===== src/rtl/gic_pkg.sv =====
`timescale 1ns / 1ps

package gic_pkg;

	// Item kinds carried in the slave-side tuser.
	typedef enum logic [1:0] {
		CMD_TICK = 2'd0,
		CMD_READ = 2'd1,
		CMD_IRQ  = 2'd2,
		CMD_NOP  = 2'd3
	} cmd_t;

	// Configuration register indexes.
	typedef enum logic [1:0] {
		REG_DEBOUNCE_RELOAD  = 2'd0,
		REG_RETRY_INTERVAL   = 2'd1,
		REG_RETRY_LIMIT      = 2'd2,
		REG_AXIS_INVERT_MASK = 2'd3
	} cfg_reg_t;

	localparam int NUM_AXES = 4;
	localparam int AXIS_W   = 8;
	localparam int CNT_W    = 4;

	localparam logic [CNT_W-1:0]    RELOAD_AT_RESET     = 4'd2;
	localparam logic [CNT_W-1:0]    RETRY_INTERVAL_RST  = 4'd10;
	localparam logic [CNT_W-1:0]    RETRY_LIMIT_RST     = 4'd10;
	localparam logic [NUM_AXES-1:0] INVERT_MASK_RST     = 4'd8;
	localparam logic [AXIS_W-1:0]   AXIS_CENTRE         = 8'd128;

	// Per-item control handed to the link controller.
	typedef struct packed {
		logic tick;
		logic rd_result;
		logic rd_ok;
		logic irq;
	} link_ctrl_t;

	typedef struct packed {
		logic req;
		logic error;
	} link_stat_t;

endpackage


===== src/rtl/gic_button_cell.sv =====
`timescale 1ns / 1ps

module gic_button_cell (
	input  logic                    clk,
	input  logic                    arst_n,
	input  logic                    tick,
	input  logic                    level,
	input  logic [gic_pkg::CNT_W-1:0] reload,
	output logic                    stable_d,
	output logic                    changed
);
	import gic_pkg::*;

	logic [CNT_W-1:0] count_q;
	logic [CNT_W-1:0] count_d;
	logic [CNT_W-1:0] count_dec;
	logic             stable_q;
	logic             pressed;

	assign pressed   = ~level;
	assign count_dec = count_q - 1'b1;

	// The counter runs down only while the pin disagrees with the accepted state.
	always_comb begin
		count_d  = count_q;
		stable_d = stable_q;
		changed  = 1'b0;
		if (tick) begin
			if (pressed != stable_q) begin
				if (count_dec == '0) begin
					count_d  = reload;
					stable_d = ~stable_q;
					changed  = 1'b1;
				end else begin
					count_d = count_dec;
				end
			end else begin
				count_d = reload;
			end
		end
	end

	always_ff @(posedge clk or negedge arst_n) begin
		if (!arst_n) begin
			count_q  <= RELOAD_AT_RESET;
			stable_q <= 1'b0;
		end else begin
			count_q  <= count_d;
			stable_q <= stable_d;
		end
	end

endmodule


===== src/rtl/gic_axis_cal.sv =====
`timescale 1ns / 1ps

module gic_axis_cal (
	input  logic                      clk,
	input  logic                      arst_n,
	input  logic                      load,
	input  logic                      publish,
	input  logic                      invert,
	input  logic [gic_pkg::AXIS_W-1:0] raw,
	output logic [gic_pkg::AXIS_W-1:0] published_d
);
	import gic_pkg::*;

	localparam logic [AXIS_W-1:0] EDGE_LO   = 8'd10;
	localparam logic [AXIS_W-1:0] MID_LO    = 8'd110;
	localparam logic [AXIS_W-1:0] MID_HI    = 8'd146;
	localparam logic [AXIS_W-1:0] EDGE_HI   = 8'd245;
	localparam logic [AXIS_W-1:0] AXIS_MAX  = 8'd255;
	// 128/100 as 1311/1024; exact for offsets below 100.
	localparam logic [17:0]       SCALE_MUL = 18'd1311;
	localparam int                SCALE_SH  = 10;

	logic [AXIS_W-1:0] cal_q;
	logic [AXIS_W-1:0] pub_q;
	logic [AXIS_W-1:0] v;
	logic [6:0]        offs;
	logic [17:0]       prod;
	logic [AXIS_W-1:0] scaled;
	logic [AXIS_W-1:0] mapped;

	assign v      = invert ? ~raw : raw;
	assign offs   = (v < MID_LO) ? 7'(v - EDGE_LO) : 7'(v - MID_HI);
	assign prod   = 18'(offs) * SCALE_MUL;
	assign scaled = AXIS_W'(prod >> SCALE_SH);

	// Edge dead zones, two linear ramps and a flat centre.
	always_comb begin
		priority if (v < EDGE_LO) begin
			mapped = '0;
		end else if (v < MID_LO) begin
			mapped = scaled;
		end else if (v < MID_HI) begin
			mapped = AXIS_CENTRE;
		end else if (v < EDGE_HI) begin
			mapped = scaled + AXIS_CENTRE;
		end else begin
			mapped = AXIS_MAX;
		end
	end

	assign published_d = publish ? cal_q : pub_q;

	always_ff @(posedge clk or negedge arst_n) begin
		if (!arst_n) begin
			cal_q <= AXIS_CENTRE;
			pub_q <= AXIS_CENTRE;
		end else begin
			if (load) begin
				cal_q <= mapped;
			end
			pub_q <= published_d;
		end
	end

endmodule


===== src/rtl/gic_link_ctrl.sv =====
`timescale 1ns / 1ps

module gic_link_ctrl (
	input  logic                      clk,
	input  logic                      arst_n,
	input  gic_pkg::link_ctrl_t       ctrl,
	input  logic [gic_pkg::CNT_W-1:0] retry_interval,
	input  logic [gic_pkg::CNT_W-1:0] retry_limit,
	output gic_pkg::link_stat_t       stat
);
	import gic_pkg::*;

	logic             error_q;
	logic [CNT_W-1:0] ticks_q;
	logic [CNT_W-1:0] count_q;
	logic [CNT_W-1:0] ticks_d;
	logic [CNT_W-1:0] count_d;
	logic [CNT_W:0]   ticks_inc;

	assign ticks_inc = {1'b0, ticks_q} + 1'b1;

	always_comb begin
		stat.error = error_q;
		stat.req   = 1'b0;
		ticks_d    = ticks_q;
		count_d    = count_q;
		if (ctrl.tick) begin
			if (error_q) begin
				if (ticks_inc > {1'b0, retry_interval}) begin
					ticks_d = '0;
					if (count_q < retry_limit) begin
						count_d  = count_q + 1'b1;
						stat.req = 1'b1;
					end
				end else begin
					ticks_d = ticks_inc[CNT_W-1:0];
				end
			end else begin
				ticks_d = '0;
				count_d = '0;
			end
		end
		if (ctrl.rd_result && !ctrl.rd_ok) begin
			stat.error = 1'b1;
		end
		if (ctrl.irq) begin
			stat.error = 1'b0;
			stat.req   = 1'b1;
		end
	end

	always_ff @(posedge clk or negedge arst_n) begin
		if (!arst_n) begin
			error_q <= 1'b1;
			ticks_q <= '0;
			count_q <= '0;
		end else begin
			error_q <= stat.error;
			ticks_q <= ticks_d;
			count_q <= count_d;
		end
	end

endmodule


===== src/rtl/gamepad_input_conditioner.sv =====
`timescale 1ns / 1ps

// Channel      Dir  Handshake                  Carries
// s_axis       in   s_axis_tvalid/tready       one item: tick, read result, interrupt or no-op
// m_axis       out  m_axis_tvalid/tready       one result per item
// cfg          in   cfg_valid/cfg_ready        register index and 4-bit value
//
// Every accepted item yields exactly one result beat, registered on the edge that accepts it.
// An item is taken every cycle as long as the output register is empty or its beat is
// being taken in the same cycle; the single output register sets that rate.
// Reset is asynchronous and active low; all state but the output data register returns
// to its defaults at once, so no clearing pass follows reset. A stall on the master side holds
// the result and back-pressures the slave side only while the output register is occupied.
module gamepad_input_conditioner #(
	parameter int NUM_BUTTONS = 15,
	localparam int IN_BITS  = NUM_BUTTONS + gic_pkg::NUM_AXES * gic_pkg::AXIS_W + 1,
	localparam int IN_W     = ((IN_BITS + 7) / 8) * 8,
	localparam int OUT_BITS = 2 * NUM_BUTTONS + gic_pkg::NUM_AXES * gic_pkg::AXIS_W + 2,
	localparam int OUT_W    = ((OUT_BITS + 7) / 8) * 8
) (
	input  logic                 clk,
	input  logic                 arst_n,
	input  logic                 s_axis_tvalid,
	output logic                 s_axis_tready,
	// button_levels, raw_axis_0, raw_axis_1, raw_axis_2, raw_axis_3, read_ok
	input  logic [IN_W-1:0]      s_axis_tdata,
	// command
	input  logic [1:0]           s_axis_tuser,
	output logic                 m_axis_tvalid,
	input  logic                 m_axis_tready,
	// pressed_state, changed_mask, axis_0, axis_1, axis_2, axis_3, request_read, link_error
	output logic [OUT_W-1:0]     m_axis_tdata,
	input  logic                 cfg_valid,
	output logic                 cfg_ready,
	input  logic [1:0]           cfg_index,
	input  logic [gic_pkg::CNT_W-1:0] cfg_data
);
	import gic_pkg::*;

	localparam int AX_LSB  = NUM_BUTTONS;
	localparam int OK_BIT  = NUM_BUTTONS + NUM_AXES * AXIS_W;
	localparam int REQ_BIT = 2 * NUM_BUTTONS + NUM_AXES * AXIS_W;
	localparam int ERR_BIT = REQ_BIT + 1;

	// Configuration registers; the port never stalls.
	logic [CNT_W-1:0]    debounce_reload_q;
	logic [CNT_W-1:0]    retry_interval_q;
	logic [CNT_W-1:0]    retry_limit_q;
	logic [NUM_AXES-1:0] invert_mask_q;

	assign cfg_ready = 1'b1;

	always_ff @(posedge clk or negedge arst_n) begin
		if (!arst_n) begin
			debounce_reload_q <= RELOAD_AT_RESET;
			retry_interval_q  <= RETRY_INTERVAL_RST;
			retry_limit_q     <= RETRY_LIMIT_RST;
			invert_mask_q     <= INVERT_MASK_RST;
		end else if (cfg_valid && cfg_ready) begin
			unique case (cfg_reg_t'(cfg_index))
				REG_DEBOUNCE_RELOAD:  debounce_reload_q <= cfg_data;
				REG_RETRY_INTERVAL:   retry_interval_q  <= cfg_data;
				REG_RETRY_LIMIT:      retry_limit_q     <= cfg_data;
				REG_AXIS_INVERT_MASK: invert_mask_q     <= cfg_data;
			endcase
		end
	end

	// Input decode. All item-driven state updates happen on the accepting edge.
	logic       accept;
	cmd_t       cmd;
	logic       tick;
	logic       read_load;
	link_ctrl_t link_ctrl;
	link_stat_t link_stat;

	assign accept    = s_axis_tvalid && s_axis_tready;
	assign cmd       = cmd_t'(s_axis_tuser);
	assign tick      = accept && (cmd == CMD_TICK);
	assign read_load = accept && (cmd == CMD_READ) && s_axis_tdata[OK_BIT];

	assign link_ctrl.tick      = tick;
	assign link_ctrl.rd_result = accept && (cmd == CMD_READ);
	assign link_ctrl.rd_ok     = s_axis_tdata[OK_BIT];
	assign link_ctrl.irq       = accept && (cmd == CMD_IRQ);

	// The row of debounce cells, one per button, each holding its own counter
	// and accepted state.
	logic [NUM_BUTTONS-1:0] stable_d;
	logic [NUM_BUTTONS-1:0] changed;

	for (genvar b = 0; b < NUM_BUTTONS; b++) begin : g_btn
		gic_button_cell u_cell (
			.clk      (clk),
			.arst_n   (arst_n),
			.tick     (tick),
			.level    (s_axis_tdata[b]),
			.reload   (debounce_reload_q),
			.stable_d (stable_d[b]),
			.changed  (changed[b])
		);
	end

	// One calibration slice per axis. A successful read result loads the
	// calibrated value; a tick copies it to the published value.
	logic [NUM_AXES*AXIS_W-1:0] published_d;

	for (genvar a = 0; a < NUM_AXES; a++) begin : g_axis
		gic_axis_cal u_axis (
			.clk         (clk),
			.arst_n      (arst_n),
			.load        (read_load),
			.publish     (tick),
			.invert      (invert_mask_q[a]),
			.raw         (s_axis_tdata[AX_LSB + a*AXIS_W +: AXIS_W]),
			.published_d (published_d[a*AXIS_W +: AXIS_W])
		);
	end

	// Link error flag and retry pacing.
	gic_link_ctrl u_link (
		.clk            (clk),
		.arst_n         (arst_n),
		.ctrl           (link_ctrl),
		.retry_interval (retry_interval_q),
		.retry_limit    (retry_limit_q),
		.stat           (link_stat)
	);

	// Output register. It refills on the same edge its beat is taken.
	logic             out_valid_q;
	logic [OUT_W-1:0] out_data_q;

	assign s_axis_tready = !out_valid_q || m_axis_tready;
	assign m_axis_tvalid = out_valid_q;
	assign m_axis_tdata  = out_data_q;

	always_ff @(posedge clk or negedge arst_n) begin
		if (!arst_n) begin
			out_valid_q <= 1'b0;
		end else if (s_axis_tready) begin
			out_valid_q <= s_axis_tvalid;
		end
	end

	always_ff @(posedge clk) begin
		if (accept) begin
			out_data_q <= OUT_W'({link_stat.error, link_stat.req, published_d,
				changed, stable_d});
		end
	end

	// A read result never asks for another read.
	a_read_no_req: assert property (@(posedge clk) disable iff (!arst_n)
		accept && cmd == CMD_READ |=> !m_axis_tdata[REQ_BIT])
		else $error("read result produced a read request");

	// An interrupt clears the link error and always asks for a read.
	a_irq_clears: assert property (@(posedge clk) disable iff (!arst_n)
		accept && cmd == CMD_IRQ |=> m_axis_tdata[REQ_BIT] && !m_axis_tdata[ERR_BIT])
		else $error("interrupt result wrong");

	// Only ticks can change debounced buttons.
	a_changed_tick_only: assert property (@(posedge clk) disable iff (!arst_n)
		accept && cmd != CMD_TICK |=> m_axis_tdata[2*NUM_BUTTONS-1:NUM_BUTTONS] == '0)
		else $error("button change reported outside a tick");

	// A failed read always leaves the link in error.
	a_fail_sets_error: assert property (@(posedge clk) disable iff (!arst_n)
		accept && cmd == CMD_READ && !s_axis_tdata[OK_BIT] |=> m_axis_tdata[ERR_BIT])
		else $error("failed read did not raise link error");

endmodule

===== config.mk =====
export PLATFORM = sky130hd
export DESIGN_NAME = gamepad_input_conditioner
export DESIGN_NICKNAME = d
export VERILOG_FILES = /design/src/rtl/gic_pkg.sv /design/src/rtl/gic_button_cell.sv /design/src/rtl/gic_axis_cal.sv /design/src/rtl/gic_link_ctrl.sv /design/src/rtl/gamepad_input_conditioner.sv
export SDC_FILE = /design/constraint.sdc
export NUM_CORES = 1
export LEC_CHECK = 0
export BUFFER_PORTS_ARGS = -buffer_cell sky130_fd_sc_hd__buf_4
export CAP_MARGIN = 20
export CORE_UTILIZATION = 45
export DETAILED_ROUTE_END_ITERATION = 12
export GPL_TIMING_DRIVEN = 0
export PLACE_DENSITY = 0.59
export SLEW_MARGIN = 40
export SYNTH_ARGS = -nofsm -noshare
export SYNTH_HDL_FRONTEND = slang
export SYNTH_SLANG_ARGS = --single-unit

===== constraint.sdc =====
create_clock -name clk -period 8.7 [get_ports clk]
set_input_delay 0.87 -clock clk [delete_from_list [all_inputs] [get_ports clk]]
set_output_delay 0.87 -clock clk [all_outputs]
set_load 0.05 [all_outputs]

==> reports/metrics.yaml, run 1 <==
sta:
  setup_ws_ps: 1090
  finalHoldViolations: 0
  worstMarginPinSlew_ps: 814
  tns_ps: 0
  fin_crit_sh_pct: 87.4
  rsz0062_at_grt: "no"
  skew_ps: 10.7
  finalCriticalPeriod_ps: 7610
  slew_headroom_pct: 45.2
  fmax_ghz: 0.131
  finalSetupViolCount: 0
  slew_violations: 0
setup_path:
  crit_type: "in -> reg"
  worstPathRequired_ps: 9140
  r2r_cells: 25
  crit_fanout: 10
  crit_top_cell: "ha_1"
  startpoint_type: "input pin"
  slowest_delay_ps: 530
  worst_setup_path_end_kind: "register"
  arrival_ps: 8050
  cp_slowest_cell: "a2111oi_2"
synth:
  synth_nets: 2231
  yosysWarnings: 0
  async_reset_ff_share_pct: 72.1
  synth_cells: 1903
  avgSynthCellArea_um2: 9.09
  yosys.cell_types.count: 78
  syn-cell-area_um2: 17300
  ys.flop_type: "dfrtp_1"
  synth_edf_count: 64
  ys_ff_latch: 229
  seq_area_frac_synth_pct: 35.2
routing:
  routed_wl_um: 39900
  dr_total_vias: 13600
  drc: 0
  drt_iter0_markers: 712
  routedWlPerCell_um: 15.5
  ant_nets: 0
  routed_via_density: 5.27
  first_pass_iters: 7
floorplan:
  rows: 71
  die_h_um: 198
  ios: 128
  die_w_um: 198
  die_area_um2: 39200
  coreArea_um2: 37800
  start_util_pct: 45.8
placed_design:
  dp_worst_setup_slack_ps: 608
  port-buffer-count: 116
  dp_hpwl_um: 30500
  place_inst: 2534
  place.gp.congestion: 0.840
grt:
  antenna_found_initial: 0
  grt_pass1_wl_um: 65600
  grt_pass1_vias: 13100
  grt_start_max_net_pins: 65
  grt_usage_pct: 20.7
  grt-ovfl-total: 0
cells_and_area:
  synthToLayoutAreaGrowth_pct: 14.6
  stdcell_count: 2579
  final_cell_mix: "ha_1, nand2_1, o21ai_0"
  fin_nets: 2378
  antenna_cells: 0
  final_layout_size_suffix_gt1_share_pct: 12.0
  fin_util_pct: 52.5
  final_common_cell: "ha_1"
clock_network:
  hold_buffers: 0
  clock-sinks: 229
  ctsResizeCount: 0
  root_buffer: "clkbuf_16"
  ctsLongestPathBuffers: 3
  cts_tree: "yes"
  h-tree-depth: 1
  clk_pin_slew_worst_paths_ps: 60
  insertion_delay_ps: 520
  cts_buffers: 24
  post_cts_buffers: 0
flow_run:
  maxCapViolCount: 0
run_status:
  status: "finished, final reports clean"
hold_path:
  holdCritPathClass: "in -> async"
layer usage:
| metal | vias up | GRT usage, % | wire length [um] |
|---|---|---|---|
| li1 | 6882 | - | - |
| met1 | 6501 | 28.2 | 19000 |
| met2 | 181 | 36.3 | 19300 |
| met3 | 39 | 1.74 | 1090 |
| met4 | 0 | 3.42 | 535 |
| met5 | - | 0 | 0 |
critical path, delay by kind of cell:
kind / cells / cell delay, ps
AOI/OAI and AO/OA: 12 / 2990
adders and majority gates: 6 / 2330
buffers and inverters: 5 / 810
and+or+nand+nor: 4 / 760
xor gates and xnor gates: 2 / 280
Yosys cell counts, drive strengths merged, types with 19 or more instances:
master / instances / area share (%)
a21oi: 98 / 2.8
o21ai: 176 / 5.2
nand3: 22 / 0.64
a211oi: 21 / 0.91
dfrtp: 135 / 20
edfxtp: 64 / 11
ha: 227 / 16
nor2: 171 / 3.7
nor3: 48 / 1.4
nand2: 223 / 4.8
a22oi: 19 / 0.82
xor2: 48 / 2.4
or2: 24 / 0.87
nand2b: 27 / 0.98
inv: 162 / 3.5
fa: 40 / 4.6
clkbuf: 68 / 1.5
dfstp: 30 / 4.6
xnor2: 50 / 2.5
logic make-up after synthesis:
group	after synthesis	synth area share (%)
other	1	0.0217
xor gates and xnor gates	98	4.96
and+or+nand+nor	616	16.7
buffers and inverters	240	5.28
muxes	22	1.39
AOI/OAI and AO/OA	428	15.3
adders and majority gates	269	21.2
DFF	229	35.2
final timing paths:
kind,from,endpoint,slack (ps)
max,s_axis_tdata[40],g_axis[3].u_axis.cal_q[7],1090
min in group clk,g_axis[3].u_axis.pub_q[2],g_axis[3].u_axis.pub_q[2],470
max reg2reg,invert_mask_q[3],g_axis[3].u_axis.cal_q[7],1280
min,arst_n,g_btn[11].u_cell.stable_q,230
max in group asynchronous,arst_n,g_axis[1].u_axis.cal_q[7],7450
min reg2reg,g_axis[3].u_axis.pub_q[2],g_axis[3].u_axis.pub_q[2],470
state kept, by name, indices dropped and copies added (netlist names):
register and cells:
retry_interval_q 4, g_axis.u_axis.cal_q 32, m_axis_tdata 64, retry_limit_q 4, m_axis_tvalid 1, debounce_reload_q 4, u_link.error_q 1, u_link.ticks_q 4
u_link.count_q 4, invert_mask_q 4, g_axis.u_axis.pub_q 32, g_btn.u_cell.stable_q 15, g_btn.u_cell.count_q 60
through the flow:
| stage | hold slack [ps] | cell area, um^2 |
|---|---|---|
| 5_1_grt | 243 | 19800 |
| 4_1_cts | 229 | 19800 |
| 2_1_floorplan | 437 | 17300 |
| 3_3_place_gp | 451 | 18800 |
| 3_5_place_dp | 458 | 18900 |
| 6_report | 228 | 19800 |
area by class of cell:
cell class | instances | area, um^2
Fill cell | 3467 | 17900
Multi-Input combinational cell | 1434 | 10300
Sequential cell | 229 | 6090
Timing Repair Buffer | 121 | 970
Clock buffer | 30 | 664
Tap cell | 511 | 639
Inverter | 162 | 613
Buffer | 78 | 307
Clock inverter | 14 | 219
Power of run 1 is not shown: default switching activity piles up to over one toggle a cycle in this logic, so the estimate is an artifact.
==> run 2, diff against run 1 <==
--- a/config.mk
+++ b/config.mk
@@ -5,12 +5,14 @@
 export SDC_FILE = /design/constraint.sdc
 export NUM_CORES = 1
 export LEC_CHECK = 0
+export ABC_AREA = 1
 export BUFFER_PORTS_ARGS = -buffer_cell sky130_fd_sc_hd__buf_4
 export CAP_MARGIN = 20
 export CORE_UTILIZATION = 45
+export CTS_BUF_LIST = sky130_fd_sc_hd__clkbuf_16
 export DETAILED_ROUTE_END_ITERATION = 12
 export GPL_TIMING_DRIVEN = 0
-export PLACE_DENSITY = 0.59
+export PLACE_DENSITY = 0.58
 export SLEW_MARGIN = 40
 export SYNTH_ARGS = -nofsm -noshare
 export SYNTH_HDL_FRONTEND = slang
==> run 2 against run 1 <==
Maximum frequency up 23%. Sequential share of layout area fell by 0.79 points. Synthesized cell count increased by 17%. Cell area up 2.6%. Wire length is 4.0% higher. Critical path depth grew 3. Clock skew is 15 ps higher. Die area increased by 2.7%. Worst hold slack got worse by 29 ps. Non-clock buffer count decreased by 32. Core utilization decreased by 0.099 points. Register-to-register slack improved by 1200 ps.
==> reports/metrics.yaml, run 2 <==
run_status:
  status: "finished, final reports clean"
sta:
  setup_ws_ps: 2500  # +1410 ps
  tns_ps: 0  # unchanged
  skew_ps: 25.4  # +14.7 ps
  fmax_ghz: 0.161  # +23%
  finalHoldViolations: 0  # unchanged
  finalCriticalPeriod_ps: 6200  # -1410 ps
  finalSetupViolCount: 0  # unchanged
  worstMarginPinSlew_ps: 794  # -19.2 ps
  slew_headroom_pct: 47.0  # +1.9 points
  slew_violations: 0  # unchanged
  rsz0062_at_grt: "no"
  fin_crit_sh_pct: 71.2  # -16 points
cells_and_area:
  fillerInstances: 3728  # +7.5%
  synthToLayoutAreaGrowth_pct: 14.5  # about the same
  final_cell_mix: "nand2_1, inv_1, ha_1"
  largest_reg_flops: 64  # unchanged
  final_layout_size_suffix_gt1_share_pct: 10.6  # -1.4 points
  seqCellArea_um2: 6090  # unchanged
  final_common_cell: "nand2_1"
  fin_nets: 2722  # +14%
  finalInstanceArea_um2: 20300  # +2.6%
  multiInputGateArea_um2: 10100  # -1.6%
routing:
  drc: 0  # unchanged
  first_pass_iters: 5  # -2
  routed_via_density: 5.00  # -5.1%
  routed_wl_um: 41500  # +4.0%
  drt_iter0_markers: 784  # +10%
  routedWlPerCell_um: 14.1  # -8.6%
  ant_nets: 0  # unchanged
  dr_total_vias: 14700  # +7.9%
floorplan:
  rows: 72  # +1.4%
  die_w_um: 201  # +1.3%
  coreArea_um2: 38800  # +2.8%
  die_h_um: 201  # +1.3%
  die_area_um2: 40300  # +2.7%
  start_util_pct: 45.8  # -0.054 points
  ios: 128  # unchanged
clock_network:
  root_buffer: "clkbuf_16"
  insertion_delay_ps: 570  # +50 ps
  ctsLongestPathBuffers: 3  # unchanged
  cts_buffers: 27  # +13%
  h-tree-depth: 1  # unchanged
  cts_tree: "yes"
  clock-sinks: 229  # unchanged
  ctsResizeCount: 0  # unchanged
  clk_pin_slew_worst_paths_ps: 70  # about the same
  hold_buffers: 0  # unchanged
  post_cts_buffers: 0  # unchanged
synth:
  yosys.cell_types.count: 47  # -40%
  synth_largest_area_cell: "dfrtp_1"
  seq_area_frac_synth_pct: 34.3  # -0.93 points
  synth_cells: 2236  # +17%
  synth_edf_count: 64  # unchanged
  synth_nets: 2564  # +15%
  async_reset_ff_share_pct: 72.1  # unchanged
  syn-cell-area_um2: 17800  # +2.7%
  synth.most_common_cell: "nand2_1"
  avgSynthCellArea_um2: 7.95  # -13%
  ys.flop_type: "dfrtp_1"
  synthDominantCellAreaShare_pct: 19.0  # -0.52 points
  ys_ff_latch: 229  # unchanged
  yosysWarnings: 0  # unchanged
  ys_top_cells_by_count: "nand2_1, inv_1, ha_1, nand3_1, a21oi_1"
  ys_top_cells_by_area: "dfrtp_1, ha_1, nand2_1"
placed_design:
  dp_hpwl_um: 32100  # +5.3%
  placed_cell_area_um2: 19400  # +2.8%
  dp_worst_setup_slack_ps: 2010  # +1410 ps
  port-buffer-count: 126  # +8.6%
  place.gp.congestion: 0.871  # +3.7%
setup_path:
  crit_top_cell: "nand2_1"
  slowest_delay_ps: 550  # +20 ps
  crit_fanout: 8  # -2
  startpoint_type: "register"
  worst_setup_path_end_kind: "register"
  worstPathRequired_ps: 9140  # about the same
  r2r_cells: 32  # +28%
  cp_slowest_cell: "xnor2_1"
  arrival_ps: 6640  # -1410 ps
  crit_type: "reg -> reg"
grt:
  grt_usage_pct: 21.3  # +0.55 points
  grt_pass1_vias: 14600  # +12%
  grt_start_max_net_pins: 64  # -1.5%
  grt-ovfl-total: 0  # unchanged
  grt_pass1_wl_um: 70600  # +7.6%
  antenna_found_initial: 1  # +1
flow_run:
  maxCapViolCount: 0  # unchanged
hold_path:
  holdCritPathClass: "in -> async"
[run 2: cell count changes in the layout (fill, tap and decap cells not counted), sizes merged, moves of 43 or more]
cell    before  now
nand3       22  157
inv        162  367
o21ai      176  133
nor2       171  123
a21oi       98  146
nand2      223  597
clkbuf      98   51
[run 2: final timing paths]
| kind | slack [ps] | end | start |
|---|---|---|---|
| worst max-delay path | 2500 | g_axis[1].u_axis.cal_q[5] | invert_mask_q[1] |
| worst min-delay path | 200 | g_axis[0].u_axis.pub_q[0] | arst_n |
| worst max register to register | 2500 | g_axis[1].u_axis.cal_q[5] | invert_mask_q[1] |
| worst min register to register | 460 | g_axis[2].u_axis.pub_q[4] | g_axis[2].u_axis.pub_q[4] |
| max in group asynchronous | 7780 | g_btn[14].u_cell.count_q[1] | arst_n |
| min in group clk | 460 | g_axis[2].u_axis.pub_q[4] | g_axis[2].u_axis.pub_q[4] |
[run 2: final cells by class]
type                       instances  area share, %
antenna                            1         0.0123
clock buffer                      27           3.32
sequential                       229           29.9
inverter                         359           6.65
multi-input combinational       1610           49.9
buffer                            38          0.892
tap                              518           3.19
clock inverter                    23           1.04
timing repair buffer             129           5.06
[run 2: critical path: cells and delay by family, from the launching register on]
| kind | cells | cell delay (ps) |
|---|---|---|
| buffers and inverters | 5 | 340 |
| and+or+nand+nor | 15 | 1590 |
| DFF | 1 | 420 |
| adders and majority gates | 6 | 2150 |
| xor gates and xnor gates | 1 | 550 |
| AOI/OAI and AO/OA | 5 | 1030 |
[run 2: cell families after synthesis]
family          share of synthesized area, %
other cells                           0.0211
fa+ha+maj                               20.5
simple gates                            21.5
xor+xnor                                4.75
buf+inv                                 8.61
flops                                   34.3
compound gates                          10.3
[run 2: per-layer routing]
metal	GRT usage (%)	wire (um)	vias up
met5	0	0	-
met2	36.4	19400	260
met4	5.81	1060	0
met3	2.53	1470	76
met1	28.4	19500	6788
li1	-	-	7560
[run 2: stage by stage]
stage / hold WS [ps] / util [%] / cells
after floorplan: 434 / - / 2236
after global placement: 447 / 49.9 / 2880
after detailed placement: 456 / 50.1 / 2883
after CTS: 194 / 52.4 / 2933
after global routing: 218 / 52.4 / 2933
final: 198 / 52.4 / 2934
Power of run 2 is left out for the same reason.
